## src/ols_pkg.sv

```systemverilog
// Shared action codes, status codes and controller/datapath handshake types.
package ols_pkg;

  localparam int CAPACITY_DEF = 16;

  localparam logic [2:0] ACT_INS_FRONT = 3'd0;
  localparam logic [2:0] ACT_APPEND    = 3'd1;
  localparam logic [2:0] ACT_REM_FRONT = 3'd2;
  localparam logic [2:0] ACT_REM_MATCH = 3'd3;
  localparam logic [2:0] ACT_SEARCH    = 3'd4;

  localparam logic [1:0] ST_DONE   = 2'd0;
  localparam logic [1:0] ST_FULL   = 2'd1;
  localparam logic [1:0] ST_ABSENT = 2'd2;

  typedef struct packed {
    logic       load;
    logic       idx_inc;
    logic       rd_en;
    logic       rd_next;
    logic       wr_front;
    logic       wr_back;
    logic       wr_shift;
    logic       head_inc;
    logic       head_dec;
    logic       cnt_inc;
    logic       cnt_dec;
    logic       set_res;
    logic [1:0] res_status;
    logic       res_found;
    logic       emit;
  } ols_cmd_t;

  typedef struct packed {
    logic [2:0] action;
    logic       empty;
    logic       full;
    logic       match;
    logic       last;
    logic       out_free;
  } ols_sts_t;

endpackage

```

## src/ols_datapath.sv

```systemverilog
// List storage: circular entry memory, head and count registers, walk index, result register.
module ols_datapath #(
  parameter int CAPACITY = ols_pkg::CAPACITY_DEF
) (
  input  logic               clk,
  input  logic               rst_n,
  input  ols_pkg::ols_cmd_t  cmd,
  output ols_pkg::ols_sts_t  sts,
  input  logic [2:0]         in_action,
  input  logic signed [31:0] in_operand_value,
  output logic               out_valid,
  input  logic               out_stall,
  output logic [1:0]         out_status,
  output logic               out_found,
  output logic [4:0]         out_entry_count
);
  import ols_pkg::*;

  localparam int IW = (CAPACITY > 1) ? $clog2(CAPACITY) : 1;
  localparam int CW = $clog2(CAPACITY + 1);

  logic [31:0]   mem [CAPACITY];
  logic [31:0]   mem_q_r;
  logic [2:0]    action_r;
  logic [31:0]   value_r;
  logic [IW-1:0] head_r;
  logic [CW-1:0] count_r;
  logic [CW-1:0] idx_r;
  logic [1:0]    res_status_r;
  logic          res_found_r;
  logic          out_valid_r;
  logic [1:0]    out_status_r;
  logic          out_found_r;
  logic [4:0]    out_count_r;

  logic [IW-1:0] head_m1;
  logic [IW-1:0] head_p1;
  logic [IW-1:0] rd_addr;
  logic [IW-1:0] wr_addr;
  logic [31:0]   wr_data;
  logic          wr_en;
  logic [CW:0]   idx_p1;

  function automatic logic [IW-1:0] phys(input logic [IW-1:0] h, input logic [CW:0] x);
    logic [IW+1:0] s;
    s = {2'b00, h} + (IW + 2)'(x);
    if (s >= (IW + 2)'(CAPACITY)) begin
      s = s - (IW + 2)'(CAPACITY);
    end
    return s[IW-1:0];
  endfunction

  assign idx_p1  = {1'b0, idx_r} + (CW + 1)'(1);
  assign head_m1 = (head_r == '0) ? IW'(CAPACITY - 1) : head_r - IW'(1);
  assign head_p1 = (head_r == IW'(CAPACITY - 1)) ? '0 : head_r + IW'(1);
  assign rd_addr = cmd.rd_next ? phys(head_r, idx_p1) : phys(head_r, {1'b0, idx_r});

  always_comb begin
    wr_en   = cmd.wr_front | cmd.wr_back | cmd.wr_shift;
    wr_data = cmd.wr_shift ? mem_q_r : value_r;
    if (cmd.wr_front) begin
      wr_addr = head_m1;
    end else if (cmd.wr_back) begin
      wr_addr = phys(head_r, {1'b0, count_r});
    end else begin
      wr_addr = phys(head_r, {1'b0, idx_r});
    end
  end

  always_ff @(posedge clk) begin
    if (wr_en) begin
      mem[wr_addr] <= wr_data;
    end
    if (cmd.rd_en) begin
      mem_q_r <= mem[rd_addr];
    end
  end

  always_ff @(posedge clk) begin
    if (cmd.load) begin
      action_r <= in_action;
      value_r  <= in_operand_value;
    end
    if (cmd.set_res) begin
      res_status_r <= cmd.res_status;
      res_found_r  <= cmd.res_found;
    end
    if (cmd.emit) begin
      out_status_r <= res_status_r;
      out_found_r  <= res_found_r;
      out_count_r  <= 5'(count_r);
    end
  end

  always_ff @(posedge clk) begin
    if (!rst_n) begin
      head_r      <= '0;
      count_r     <= '0;
      idx_r       <= '0;
      out_valid_r <= 1'b0;
    end else begin
      if (cmd.head_inc) begin
        head_r <= head_p1;
      end else if (cmd.head_dec) begin
        head_r <= head_m1;
      end
      if (cmd.cnt_inc) begin
        count_r <= count_r + CW'(1);
      end else if (cmd.cnt_dec) begin
        count_r <= count_r - CW'(1);
      end
      if (cmd.load) begin
        idx_r <= '0;
      end else if (cmd.idx_inc) begin
        idx_r <= idx_p1[CW-1:0];
      end
      if (cmd.emit) begin
        out_valid_r <= 1'b1;
      end else if (!out_stall) begin
        out_valid_r <= 1'b0;
      end
    end
  end

  assign sts.action   = action_r;
  assign sts.empty    = (count_r == '0);
  assign sts.full     = (count_r >= CW'(CAPACITY));
  assign sts.match    = (mem_q_r == value_r);
  assign sts.last     = (idx_p1 >= {1'b0, count_r});
  assign sts.out_free = !out_valid_r || !out_stall;

  assign out_valid       = out_valid_r;
  assign out_status      = out_status_r;
  assign out_found       = out_found_r;
  assign out_entry_count = out_count_r;

  a_count_bound: assert property (@(posedge clk) disable iff (!rst_n)
    count_r <= CW'(CAPACITY))
    else $error("entry count above capacity");

  a_count_step: assert property (@(posedge clk) disable iff (!rst_n)
    (count_r == $past(count_r)) || (count_r == $past(count_r) + CW'(1)) ||
    (count_r == $past(count_r) - CW'(1)))
    else $error("entry count moved by more than one");

  a_head_bound: assert property (@(posedge clk) disable iff (!rst_n)
    head_r <= IW'(CAPACITY - 1))
    else $error("head pointer out of range");

  a_no_overwrite: assert property (@(posedge clk) disable iff (!rst_n)
    (out_valid_r && out_stall) |-> !cmd.emit)
    else $error("result overwritten while stalled");

endmodule

```

## src/ols_ctrl.sv

```systemverilog
// Sequencing controller: decodes each request and walks the list for search and removal.
module ols_ctrl (
  input  logic              clk,
  input  logic              rst_n,
  input  logic              in_valid,
  output logic              in_stall,
  input  ols_pkg::ols_sts_t sts,
  output ols_pkg::ols_cmd_t cmd
);
  import ols_pkg::*;

  localparam logic [2:0] S_IDLE   = 3'd0;
  localparam logic [2:0] S_DECODE = 3'd1;
  localparam logic [2:0] S_CMP    = 3'd2;
  localparam logic [2:0] S_SHIFT  = 3'd3;
  localparam logic [2:0] S_SHWR   = 3'd4;
  localparam logic [2:0] S_RESP   = 3'd5;

  logic [2:0] state_r;
  logic [2:0] state_nxt;

  assign in_stall = (state_r != S_IDLE);

  always_comb begin
    cmd       = '0;
    state_nxt = state_r;
    unique case (state_r)
      S_IDLE: begin
        if (in_valid) begin
          cmd.load  = 1'b1;
          state_nxt = S_DECODE;
        end
      end
      S_DECODE: begin
        cmd.set_res = 1'b1;
        state_nxt   = S_RESP;
        case (sts.action)
          ACT_INS_FRONT: begin
            if (sts.full) begin
              cmd.res_status = ST_FULL;
            end else begin
              cmd.wr_front = 1'b1;
              cmd.head_dec = 1'b1;
              cmd.cnt_inc  = 1'b1;
            end
          end
          ACT_APPEND: begin
            if (sts.full) begin
              cmd.res_status = ST_FULL;
            end else begin
              cmd.wr_back = 1'b1;
              cmd.cnt_inc = 1'b1;
            end
          end
          ACT_REM_FRONT: begin
            if (sts.empty) begin
              cmd.res_status = ST_ABSENT;
            end else begin
              cmd.head_inc = 1'b1;
              cmd.cnt_dec  = 1'b1;
            end
          end
          ACT_REM_MATCH, ACT_SEARCH: begin
            if (sts.empty) begin
              cmd.res_status = (sts.action == ACT_REM_MATCH) ? ST_ABSENT : ST_DONE;
            end else begin
              cmd.set_res = 1'b0;
              cmd.rd_en   = 1'b1;
              state_nxt   = S_CMP;
            end
          end
          default: ;
        endcase
      end
      S_CMP: begin
        if (sts.match) begin
          if (sts.action == ACT_SEARCH) begin
            cmd.set_res   = 1'b1;
            cmd.res_found = 1'b1;
            state_nxt     = S_RESP;
          end else begin
            state_nxt = S_SHIFT;
          end
        end else if (sts.last) begin
          cmd.set_res    = 1'b1;
          cmd.res_status = (sts.action == ACT_REM_MATCH) ? ST_ABSENT : ST_DONE;
          state_nxt      = S_RESP;
        end else begin
          cmd.rd_en   = 1'b1;
          cmd.rd_next = 1'b1;
          cmd.idx_inc = 1'b1;
        end
      end
      S_SHIFT: begin
        if (sts.last) begin
          cmd.cnt_dec   = 1'b1;
          cmd.set_res   = 1'b1;
          cmd.res_found = 1'b1;
          state_nxt     = S_RESP;
        end else begin
          cmd.rd_en   = 1'b1;
          cmd.rd_next = 1'b1;
          state_nxt   = S_SHWR;
        end
      end
      S_SHWR: begin
        cmd.wr_shift = 1'b1;
        cmd.idx_inc  = 1'b1;
        state_nxt    = S_SHIFT;
      end
      S_RESP: begin
        if (sts.out_free) begin
          cmd.emit  = 1'b1;
          state_nxt = S_IDLE;
        end
      end
      default: state_nxt = S_IDLE;
    endcase
  end

  always_ff @(posedge clk) begin
    if (!rst_n) begin
      state_r <= S_IDLE;
    end else begin
      state_r <= state_nxt;
    end
  end

endmodule

```

## src/ordered_list_store.sv

```systemverilog
// Top level of the ordered list store: controller plus storage datapath.
// The list lives in a circular single-port-write, single-port-read memory with a head
// pointer, so insert at front, append, and remove front each go through the accept,
// decode and respond steps from acceptance to result. Search reads and compares the
// entries one at a time from the front, one memory read per entry, until a match or
// the last entry. Remove-first-match walks to the match, then moves each later entry
// one slot toward the front with one read and one write per moved entry, bounded by
// the single memory port, and finally drops the last slot. The respond step holds for
// as long as a stalled result occupies the output register. One request is in flight
// at a time; the next request is taken once the previous result sits in the output
// register. No clearing pass is needed after reset.
module ordered_list_store #(
  parameter int CAPACITY = ols_pkg::CAPACITY_DEF
) (
  input  logic               clk,
  input  logic               rst_n,
  input  logic               in_valid,
  output logic               in_stall,
  input  logic [2:0]         in_action,
  input  logic signed [31:0] in_operand_value,
  output logic               out_valid,
  input  logic               out_stall,
  output logic [1:0]         out_status,
  output logic               out_found,
  output logic [4:0]         out_entry_count
);
  import ols_pkg::*;

  ols_cmd_t cmd;
  ols_sts_t sts;

  ols_ctrl u_ctrl (
    .clk      (clk),
    .rst_n    (rst_n),
    .in_valid (in_valid),
    .in_stall (in_stall),
    .sts      (sts),
    .cmd      (cmd)
  );

  ols_datapath #(
    .CAPACITY (CAPACITY)
  ) u_datapath (
    .clk              (clk),
    .rst_n            (rst_n),
    .cmd              (cmd),
    .sts              (sts),
    .in_action        (in_action),
    .in_operand_value (in_operand_value),
    .out_valid        (out_valid),
    .out_stall        (out_stall),
    .out_status       (out_status),
    .out_found        (out_found),
    .out_entry_count  (out_entry_count)
  );

endmodule
```

## config.mk

```make
export PLATFORM = sky130hd
export DESIGN_NAME = ordered_list_store
export DESIGN_NICKNAME = d
export VERILOG_FILES = /design/src/ols_pkg.sv /design/src/ols_datapath.sv /design/src/ols_ctrl.sv /design/src/ordered_list_store.sv
export SDC_FILE = /design/constraint.sdc
export NUM_CORES = 1
export LEC_CHECK = 0
export BUFFER_PORTS_ARGS = -buffer_cell sky130_fd_sc_hd__buf_2
export CORE_MARGIN = 2
export CORE_UTILIZATION = 32
export DETAILED_ROUTE_END_ITERATION = 12
export GPL_TIMING_DRIVEN = 1
export PLACE_DENSITY = 0.52
export SYNTH_ARGS = -nofsm -noshare
export SYNTH_HDL_FRONTEND = slang
export SYNTH_SLANG_ARGS = --single-unit
```

## constraint.sdc

```tcl
create_clock -name clk -period 4.06 [get_ports clk]
set_clock_uncertainty 0.05 [all_clocks]
set_input_delay 1.218 -clock clk [delete_from_list [all_inputs] [get_ports clk]]
set_output_delay 1.218 -clock clk [all_outputs]
set_load 0.01 [all_outputs]
```

==> results of run 1 <==
==> flip-flops by register name (all words and copies together) (netlist names), 3 cells and up <==
name and cells:
u_datapath.out_entry_count 5, u_datapath.value_r 32, u_datapath.mem_q_r 32, u_datapath.head_r 4, u_datapath.idx_r 5, u_datapath.count_r 5, u_ctrl.state_r 3, u_datapath.action_r 3
u_datapath.mem 512
==> final cells by class <==
class | count | share of cell area [%]
timing repair buffer | 110 | 3.30
antenna | 1 | 0.00891
sequential | 608 | 64.4
inverter | 16 | 0.214
tap | 969 | 4.32
multi-input combinational | 748 | 20.5
clock inverter | 34 | 1.39
clock buffer | 78 | 5.85
==> critical path, cell delays in order (launching register included) <==
cell and delay [ns]:
edfxtp_1 0.47, xor2_1 0.26, nor4_1 0.46, nand4_1 0.22, buf_4 0.22, o311ai_4 0.44
buf_12 0.22, mux2i_4 0.27, clkbuf_16 0.42, o221ai_1 0.21, o22ai_1 0.27, a2111o_1 0.17
==> stage by stage <==
| stage | power, uW | instance area, um^2 | hold WS, ns |
|---|---|---|---|
| 2_1_floorplan | 10800 | 23900 | 0.350 |
| 4_1_cts | 18000 | 28000 | 0.369 |
| 5_1_grt | 18700 | 28100 | 0.386 |
| 3_3_place_gp | 12300 | 26000 | 0.354 |
| 6_report | 17900 | 28100 | 0.367 |
| 3_5_place_dp | 12300 | 26000 | 0.355 |
==> report_power, final <==
group,internal (uW),leakage [uW],switching [uW],total (uW)
registers,7950,0.00547,242,8190
clock network,3300,0.00100,2380,5690
logic,1350,0.00228,2700,4050
total,12600,0.00875,5330,17900
==> routing by layer <==
layer | GRT usage, % | wire [um] | up-vias
met5 | 0 | 13 | -
met4 | 3.94 | 1230 | 2
met3 | 2.33 | 3060 | 87
met2 | 25.6 | 29200 | 350
met1 | 23.3 | 29000 | 7080
li1 | - | - | 6175
==> path summary, 6_finish.rpt <==
path,from,end,slack [ns],cells past startpoint
worst max register to register,u_datapath.value_r[30]$_DFFE_PP_,u_datapath.mem_q_r[18]$_DFFE_PP_,0.11,11
worst min-delay path,u_datapath.res_status_r[1]$_DFFE_PP_,u_datapath.out_status[1]$_DFFE_PP_,0.37,0
worst max-delay path,u_datapath.value_r[30]$_DFFE_PP_,u_datapath.mem_q_r[18]$_DFFE_PP_,0.11,11
worst min register to register,u_datapath.res_status_r[1]$_DFFE_PP_,u_datapath.out_status[1]$_DFFE_PP_,0.37,0
==> placed cells by master (no fill, tap or decap), types with 17 or more instances in the layout <==
master	n
clkbuf_16	63
xor2_1	40
nand2_1	37
nor2_4	17
buf_4	44
edfxtp_1	590
o221ai_1	117
a21oi_1	19
a2111o_1	31
buf_2	48
ha_1	21
nor2_1	94
dfxtp_1	18
mux2_2	35
nor3b_1	65
o22ai_1	125
==> cells in the mapped netlist, types with 5 or more instances <==
cell type | n | area share, %
clkbuf_1 | 59 | 0.92
mux2i_1 | 10 | 0.42
nor4_1 | 10 | 0.26
o221ai_1 | 124 | 4.5
o21ai_0 | 16 | 0.33
a21o_1 | 7 | 0.22
a21oi_1 | 19 | 0.40
a211oi_1 | 9 | 0.28
a2111o_1 | 31 | 1.5
mux2_2 | 35 | 1.6
inv_1 | 15 | 0.24
nor2b_1 | 10 | 0.26
o22ai_1 | 125 | 3.3
nor3_1 | 7 | 0.15
nor2_1 | 111 | 1.7
buf_2 | 14 | 0.29
edfxtp_1 | 590 | 74
buf_1 | 6 | 0.094
xnor2_1 | 13 | 0.48
dfxtp_1 | 18 | 1.5
nor3b_1 | 66 | 2.1
ha_1 | 21 | 1.1
nand2_1 | 37 | 0.58
nand3_1 | 5 | 0.10
xor2_1 | 40 | 1.5
==> cell families after synthesis <==
logic type | Yosys count
adder cells (fa/ha/maj) | 25
AO/OA/AOI/OAI | 351
XOR/XNOR | 53
AND/OR/NAND/NOR | 269
flip-flops | 608
buffers and inverters | 95
multiplexers | 50
==> repair_timing <==
| item | 4_1_cts | 5_1_grt |
|---|---|---|
| buffers inserted | 0 | 1 |
| endpoints found under the setup margin | 0 | 31 |
| gates resized for setup | 0 | 13 |
==> impl_metrics.csv, run 1 <==
group,metric,value,unit
setup_path,path_max_fanout,93,
sta,fin_ws,0.114,ns
finish,postLayoutCoreUtil,37.8,%
global_route,antenna_found_initial,2,
yosys,synth-simple-area-share,5.84,%
floorplanning,dieArea,77000,um^2
global_route,grt_overflow_total,0,
route,drcViolationCount,0,
yosys,synth_adder_area_share,1.43,%
finish,nets,1609,
global_route,grt_pass1_wl,92300,um
floorplanning,fp-row-count,100,
cts,cts_tree,"yes",
setup_path,critical_path_required,4.51,ns
yosys,syn_area_per_cell,16.5,um^2
job,cap_violations,0,
setup_path,startpoint_type,"flop",
route,wl,62500,um
yosys,synthCells,1451,
cts,cts_root_buf,"clkbuf_16",
floorplanning,fp.coreArea,74200,um^2
sta,period_share,97.2,%
yosys,ys_warn_count,0,
run_status,status,"complete, no violations",
cts,cts_buffers,61,
yosys,synth_edf_count,590,
finish,area_delta_synth_final,17.3,%
global_route,grt_pass1_vias,13600,
global_route,grt_max_degree,94,
sta,slew_violations,0,
setup_path,worst-setup-path-type,"flop to flop",
route,vias,13700,
cts,clkLatencyLatePin,0.64,ns
cts,clockBufferDepth,3,
yosys,syn_nets,1515,
sta,maxSlewHeadroom,19.5,%
sta,finalHoldViolations,0,
cts,h-tree-depth,2,
global_route,grt.total_usage,16.1,%
floorplanning,die_y,278,um
sta,min_period,3.95,ns
route,drtPass1Iterations,5,
floorplanning,chipWidth,278,um
yosys,syn_area,23900,um^2
sta,tightest_slew,1.20,ns
sta,fmax,253,MHz
placed_design,post-place-ws,0.115,ns
cts,cts.reportedPaths.clkPinSlew,0.06,ns
route,ant_nets,0,
finish,instances_no_fill,2564,
route,dr.first_iter.drc_count,1282,
min_path,holdCritPathClass,"flop to flop",
finish,fillers,6833,
sta,fin_setup_tns,0,ns
placed_design,hpwl,34300,um
yosys,synth_compound_area_share,11.2,%
yosys,synth.area.mux_share,2.50,%
power_and_ir_drop,vdd_ir_drop_max,0.515,mV
setup_path,crit_arrival,4.40,ns
route,drt-wirelength-per-cell,24.4,um
floorplanning,initial_core_util,32.3,%
yosys,synth_seq_cells,608,
sta,finalSetupViolations,0,
placed_design,portBuffers,48,
finish,multi_input_area,5760,um^2
power_and_ir_drop,power.leakage,0.00875,uW
floorplanning,boundaryPins,49,
yosys,synth_cell_types,56,
cts,clock_sinks,608,
setup_path,cp-end-kind,"flop",
placed_design,dp.cells,2450,
placed_design,gpl.final_weighted_congestion,0.769,
yosys,async_flop_share,0,%
cts,hold_buffers,0,
yosys,synth-xor-area-share,1.94,%
finish,seq_area,18100,um^2
yosys,synth_top_family_by_area,"compound AO/OA/AOI/OAI gates",
route,post_drt_via_cell_ratio,5.34,
power_and_ir_drop,power_density,638,nW/um^2
yosys,seq_area_frac_synth,75.5,%
yosys,synth_flop_cell,"edfxtp_1",
finish,layout-drive-gt1-share,17.5,%
Power figures use the tool's default switching activity.
==> run 2, diff against run 1 <==
ABC_AREA = 1   (was unset)
SETUP_SLACK_MARGIN = 0.1   (was unset)
==> run 2 against run 1 <==
- clock power rose by 9.7%
- utilization shrank 0.27 points
- routed wire length grew 21%
- fmax increased by 8.9%
- flip-flop and latch count unchanged
- hold slack got worse by 0.00088 ns
- sequential power rose by 1%
- first-iteration DRC count is 13% higher
- critical path depth grew 10
- non-clock buffer count grew 12
- highest routed layer is now met4
- power increased by 17%
- critical endpoint is now u_datapath.mem_q_r[30]$_DFFE_PP_
==> impl_metrics.csv, run 2 <==
group,metric,value,unit
finish,layout_common_cells,"nand3_1, edfxtp_1, inv_1, nand2_1, clkbuf_16",
yosys,synthCells,2688,
route,drtPass1Iterations,5,
yosys,seq_area_frac_synth,65.7,%
min_path,holdCritStartpoint,"u_datapath.res_found_r$_DFFE_PP_",
power_and_ir_drop,p_sw_share,34.8,%
setup_path,startpoint_type,"flop",
sta,finalHoldViolations,0,
yosys,synthDominantCellAreaShare,64.4,%
power_and_ir_drop,p_seq_share,39.6,%
route,post_drt_via_cell_ratio,4.70,
sta,maxSlewHeadroom,27.5,%
setup_path,worst-setup-path-type,"flop to flop",
cts,cts_root_buf,"clkbuf_16",
finish,largest_reg_flops,512,
sta,slew_violations,0,
finish,largestRegisters,"u_datapath.mem x512, u_datapath.mem_q_r x32, u_datapath.value_r x32",
floorplanning,die_y,297,um
global_route,grt.total_usage,17.1,%
power_and_ir_drop,vdd_ir_drop_max,0.425,mV
run_status,status,"complete, no violations",
finish,multi_input_area,6840,um^2
cts,hold_buffers,0,
yosys,synth.area.mux_share,0,%
yosys,synth-xor-area-share,1.30,%
yosys,synth_most_common_cell,"nand3_1",
job,cap_violations,0,
cts,h-tree-depth,3,
sta,period_share,89.3,%
cts,postCtsSetupBuffers,0,
setup_path,crit_family,"simple AND/OR/NAND/NOR gates",
yosys,synth_compound_area_share,1.13,%
sta,fin_ws,0.436,ns
yosys,syn_nets,2752,
floorplanning,chipWidth,297,um
sta,fmax,276,MHz
route,vias,18600,
sta,tightest_slew,1.08,ns
placed_design,dp.cells,3825,
finish,nets,2821,
power_and_ir_drop,p_int,13700,uW
yosys,synth_top_family_by_area,"simple AND/OR/NAND/NOR gates",
power_and_ir_drop,power_density,655,nW/um^2
placed_design,hpwl,40900,um
power_and_ir_drop,power_frac_comb,30.6,%
yosys,synth-simple-area-share,20.4,%
placed_design,post-place-ws,0.380,ns
yosys,synth_adder_area_share,1.25,%
floorplanning,fp-row-count,107,
setup_path,path_max_fanout,38,
placed_design,gpl.final_weighted_congestion,0.797,
route,wl,75800,um
finish,instances_no_fill,3949,
yosys,synth_flop_cell,"edfxtp_1",
finish,layout_commonest_cell,"nand3_1",
power_and_ir_drop,power.leakage,0.0134,uW
setup_path,reg2reg_from,"u_datapath.idx_r[0]$_SDFFE_PP0P_",
setup_path,max_stage_delay,0.42,ns
setup_path,crit_arrival,3.93,ns
sta,min_period,3.62,ns
cts,clock_sinks,608,
floorplanning,fp.coreArea,85100,um^2
power_and_ir_drop,finalPower,20900,uW
yosys,synth.area.top_cells,"edfxtp_1, nand3_1, inv_1, nand2_1, dfxtp_1",
yosys,post-synth-top-area-cell,"edfxtp_1",
power_and_ir_drop,p_clk_share,29.8,%
setup_path,slowest_stage,"dfxtp_1",
route,dr.first_iter.drc_count,1449,
finish,largest_register,"u_datapath.mem",
cts,postCtsResizedCells,0,
yosys,ys_warn_count,0,
yosys,ys_top_cells_by_count,"nand3_1, edfxtp_1, inv_1",
setup_path,crit_top_cell,"nand2_1",
sta,rsz0062_at_grt,"false",
global_route,grt_pass1_vias,17900,
placed_design,portBuffers,48,
min_path,holdCritPathClass,"flop to flop",
sta,finalSetupViolations,0,
power_and_ir_drop,p_switching,7280,uW
yosys,synth_seq_cells,608,
cts,cts.reportedPaths.clkPinSlew,0.06,ns
yosys,synth_cell_types,37,
finish,area_delta_synth_final,16.2,%
route,ant_nets,0,
finish,fillers,8397,
setup_path,cp_cell_sequence,"ha_1, nand3_1, xor2_1, ha_1, nand2_1, inv_1, nand2_1, nand2_1, nor2_1, nand2_2, nor2_2, nand2_4, nand2_4, nand2_4, nand2_8, buf_12, nand2_1, nand3_1, nand3_1, nand3_1, nand2_1",
global_route,grt_pass1_wl,114000,um
yosys,synth_edf_count,590,
yosys,syn_area_per_cell,10.2,um^2
route,drcViolationCount,0,
yosys,async_flop_share,0,%
cts,clockBufferDepth,3,
cts,clkLatencyLatePin,0.63,ns
floorplanning,initial_core_util,32.3,%
floorplanning,dieArea,88400,um^2
finish,seq_area,18100,um^2
setup_path,critical_path_required,4.37,ns
cts,cts_tree,"yes",
sta,fin_setup_tns,0,ns
setup_path,startpoint,"u_datapath.idx_r[0]$_SDFFE_PP0P_",
finish,layout-drive-gt1-share,9.45,%
sta,hold_ws,0.366,ns
route,drt-wirelength-per-cell,19.2,um
global_route,grt_max_degree,91,
floorplanning,boundaryPins,49,
cts,cts_buffers,70,
yosys,syn_area,27500,um^2
setup_path,cp-end-kind,"flop",
global_route,antenna_found_initial,1,
setup_path,critPathBufInv,2,
global_route,grt_overflow_total,0,
==> run 2: cell types whose count changed after synthesis, sizes merged, moves of 29 or more <==
| cell | previous run | this run |
|---|---|---|
| a2111o | 31 | 0 |
| buf | 20 | 79 |
| inv | 15 | 579 |
| mux2 | 35 | 0 |
| nand2 | 37 | 564 |
| nand3 | 5 | 631 |
| nor2 | 111 | 50 |
| nor3b | 66 | 0 |
| o221ai | 124 | 0 |
| o22ai | 125 | 1 |
| xor2 | 40 | 11 |
==> run 2: logic make-up (layout without fill, tap and decap cells) <==
family          after synthesis  after routing
compound gates               52             52
xor+xnor                     41             41
buf+inv                     704            820
flops                       608            608
other cells                   0              1
fa+ha+maj                    25             25
simple gates               1258           1258
==> run 2: final cells by class <==
| cell class | instances | share of cell area, % |
|---|---|---|
| Clock inverter | 39 | 1.33 |
| Inverter | 579 | 6.79 |
| Clock buffer | 80 | 5.66 |
| Tap cell | 1144 | 4.47 |
| Sequential cell | 608 | 56.5 |
| Timing Repair Buffer | 122 | 3.86 |
| Antenna cell | 1 | 0.00782 |
| Multi-Input combinational cell | 1376 | 21.4 |
==> run 2: final timing paths <==
| kind | to | slack, ns | cells past startpoint |
|---|---|---|---|
| max reg2reg | u_datapath.mem_q_r[30]$_DFFE_PP_ | 0.44 | 21 |
| min | u_datapath.out_found$_DFFE_PP_ | 0.37 | 0 |
| max | u_datapath.mem_q_r[30]$_DFFE_PP_ | 0.44 | 21 |
| min reg2reg | u_datapath.out_found$_DFFE_PP_ | 0.37 | 0 |
==> run 2: power groups by stage <==
stage | registers, uW | logic, uW | clock network, uW
after floorplan | 8370 | 4170 | 0
after global placement | 8430 | 6450 | 0
after detailed placement | 8430 | 6470 | 0
after CTS | 8310 | 6490 | 6380
after global routing | 8340 | 7150 | 6590
final | 8300 | 6400 | 6240
==> run 2: metrics by stage <==
stage | utilization (%) | area (um^2)
finish | 37.6 | 32000
global route | 37.6 | 32000
CTS | 37.5 | 31900
detailed placement | 34.9 | 29700
global placement | 34.9 | 29700
floorplan | - | 27500
==> run 2: worst reg2reg max path: stages, from the launching register on <==
cell and delay [ns]:
dfxtp_1 0.42, ha_1 0.21, nand3_1 0.09, xor2_1 0.21
ha_1 0.28, nand2_1 0.07, inv_1 0.05, nand2_1 0.05
nand2_1 0.04, nor2_1 0.12, nand2_2 0.09, nor2_2 0.14
nand2_4 0.13, nand2_4 0.19, nand2_4 0.11, nand2_8 0.29
buf_12 0.30, nand2_1 0.09, nand3_1 0.11, nand3_1 0.12
nand3_1 0.12, nand2_1 0.07
==> run 2: metal layers <==
| metal | part of all wire (%) | track usage, % | up-vias |
|---|---|---|---|
| met5 | 0 | 0 | - |
| met4 | 3.1 | 5.87 | 0 |
| met3 | 4.9 | 2.67 | 137 |
| met2 | 47 | 28.1 | 442 |
| met1 | 45 | 23.1 | 9059 |
| li1 | - | - | 8923 |
==> run 3, diff against run 2 <==
PLACE_DENSITY = 0.5   (was 0.52)
clock period = 4.3 ns   (was 4.06 ns; I/O delays follow)
==> run 3 against run 2 <==
- utilization decreased by 0.25 points
- non-clock buffer count decreased by 13
- sequential share of layout area is 0.38 points higher
- first-iteration DRC count grew 16%
- hold slack gained 0.016 ns
- global-route usage grew 0.35 points
- fmax is 7.6% lower
- worst setup slack lost 0.060 ns
- routed wire length grew 2.1%
- cell area is 0.67% lower
- power shrank 6.8%
- cell count decreased by 0.23%
- critical path type unchanged
- largest cell class unchanged
==> impl_metrics.csv, run 3 (same netlist as run 2, synthesis figures left out) <==
group,metric,value,unit
power_and_ir_drop,p_switching,6920,uW
cts,cts_tree,"yes",
finish,largest_reg_flops,512,
power_and_ir_drop,power_density,614,nW/um^2
job,cap_violations,0,
cts,postCtsSetupBuffers,0,
setup_path,max_stage_delay,0.50,ns
floorplanning,dieArea,88400,um^2
run_status,status,"complete, no violations",
setup_path,critical_path_required,4.54,ns
global_route,antenna_found_initial,0,
power_and_ir_drop,power_frac_comb,30.6,%
global_route,grt_max_degree,91,
cts,hold_buffers,0,
setup_path,startpoint_type,"flop",
setup_path,crit_arrival,4.16,ns
power_and_ir_drop,p_int,12600,uW
route,ant_nets,0,
placed_design,post-place-ws,0.197,ns
sta,finalHoldViolations,0,
sta,rsz0062_at_grt,"false",
sta,fmax,255,MHz
sta,finalSetupViolations,0,
route,drtPass1Iterations,6,
route,drt-wirelength-per-cell,19.6,um
floorplanning,die_y,297,um
power_and_ir_drop,p_seq_share,40.2,%
placed_design,portBuffers,48,
sta,tightest_slew,1.21,ns
floorplanning,chipWidth,297,um
sta,fin_setup_tns,0,ns
route,post_drt_via_cell_ratio,4.77,
sta,slew_violations,0,
floorplanning,boundaryPins,49,
global_route,grt.total_usage,17.5,%
setup_path,slowest_stage,"nor2_4",
cts,postCtsResizedCells,0,
setup_path,crit_family,"simple AND/OR/NAND/NOR gates",
floorplanning,fp.coreArea,85100,um^2
sta,period_share,91.2,%
placed_design,hpwl,41300,um
finish,layout_commonest_cell,"nand3_1",
cts,clock_sinks,608,
cts,cts_buffers,69,
setup_path,path_max_fanout,16,
cts,cts_root_buf,"clkbuf_16",
power_and_ir_drop,power.leakage,0.0133,uW
global_route,grt_pass1_wl,117000,um
power_and_ir_drop,p_clk_share,29.1,%
route,drcViolationCount,0,
cts,clkLatencyLatePin,0.62,ns
setup_path,worst-setup-path-type,"flop to flop",
floorplanning,fp-row-count,107,
sta,min_period,3.92,ns
sta,fin_ws,0.377,ns
cts,clockBufferDepth,3,
finish,area_delta_synth_final,15.4,%
route,dr.first_iter.drc_count,1674,
finish,layout_common_cells,"nand3_1, edfxtp_1, inv_1, nand2_1, clkbuf_16",
cts,h-tree-depth,3,
cts,cts.reportedPaths.clkPinSlew,0.05,ns
route,vias,18800,
power_and_ir_drop,vdd_ir_drop_max,0.432,mV
setup_path,crit_top_cell,"inv_1",
sta,maxSlewHeadroom,19.1,%
min_path,holdCritPathClass,"flop to flop",
finish,layout-drive-gt1-share,8.98,%
finish,largestRegisters,"u_datapath.mem x512, u_datapath.mem_q_r x32, u_datapath.value_r x32",
finish,antennaDiodeCount,0,
finish,nets,2807,
global_route,grt_pass1_vias,18500,
placed_design,gpl.final_weighted_congestion,0.793,
setup_path,critPathBufInv,4,
global_route,grt_overflow_total,0,
power_and_ir_drop,p_sw_share,35.4,%
route,wl,77400,um
floorplanning,initial_core_util,32.3,%
setup_path,cp-end-kind,"flop",
setup_path,cp_cell_sequence,"inv_1, nor3_2, inv_1, nor3_2, inv_1, nor2_1, nand2_1, nor2_1, a221o_1, nand3_1, nor2_4, buf_12",
finish,largest_register,"u_datapath.mem",
## run 3: routing by layer
metal	global-route usage (%)	vias to the layer above	wire length (um)
li1	-	8900	-
met5	0	-	0
met3	2.26	115	4140
met4	5.64	0	1810
met1	23.7	9250	34600
met2	29.0	524	36800
## run 3: worst paths after layout
check,startpoint,slack [ns],cells past startpoint,to
setup / recovery,u_ctrl.state_r[0]$_SDFFE_PN0P_,0.38,12,u_datapath.mem[12][21]$_DFFE_PP_
setup reg to reg,u_ctrl.state_r[0]$_SDFFE_PN0P_,0.38,12,u_datapath.mem[12][21]$_DFFE_PP_
hold / removal,u_datapath.res_status_r[0]$_DFFE_PP_,0.38,0,u_datapath.out_status[0]$_DFFE_PP_
hold reg to reg,u_datapath.res_status_r[0]$_DFFE_PP_,0.38,0,u_datapath.out_status[0]$_DFFE_PP_
## run 3: worst register-to-register path, stage by stage, from the launching register on
cell     delay, ns
dfxtp_1       0.36
inv_1         0.09
nor3_2        0.30
inv_1         0.12
nor3_2        0.44
inv_1         0.35
nor2_1        0.31
nand2_1       0.11
nor2_1        0.14
a221o_1       0.22
nand3_1       0.34
nor2_4        0.50
buf_12        0.26
## run 3: through the flow
| stage | instances | power [uW] | cell area [um^2] | util, % | hold slack [ns] |
|---|---|---|---|---|---|
| CTS | 3933 | 19700 | 31700 | 37.2 | 0.382 |
| finish | 3940 | 19500 | 31800 | 37.3 | 0.382 |
| detailed placement | 3809 | 14000 | 29500 | 34.7 | 0.370 |
| global route | 3940 | 20600 | 31800 | 37.3 | 0.389 |
| floorplan | 2688 | 11800 | 27500 | - | 0.350 |
| global placement | 3809 | 13900 | 29500 | 34.7 | 0.357 |
## run 3: power groups by stage
| stage | clock network, uW | registers [uW] | logic, uW |
|---|---|---|---|
| final | 5690 | 7850 | 5980 |
| after global routing | 6030 | 7890 | 6680 |
| after CTS | 5830 | 7850 | 6040 |
| after detailed placement | 0 | 7970 | 6020 |
| after global placement | 0 | 7960 | 5950 |
| after floorplan | 0 | 7900 | 3940 |
## run 3: final cells by class
type	instances	area, um^2
well taps	1144	1430
multi-input cells	1376	6840
clock buffers	86	1810
flip-flops and latches	608	18100
clock inverters	38	359
fillers	8453	53400
inverters	579	2170
repair buffers	109	1090
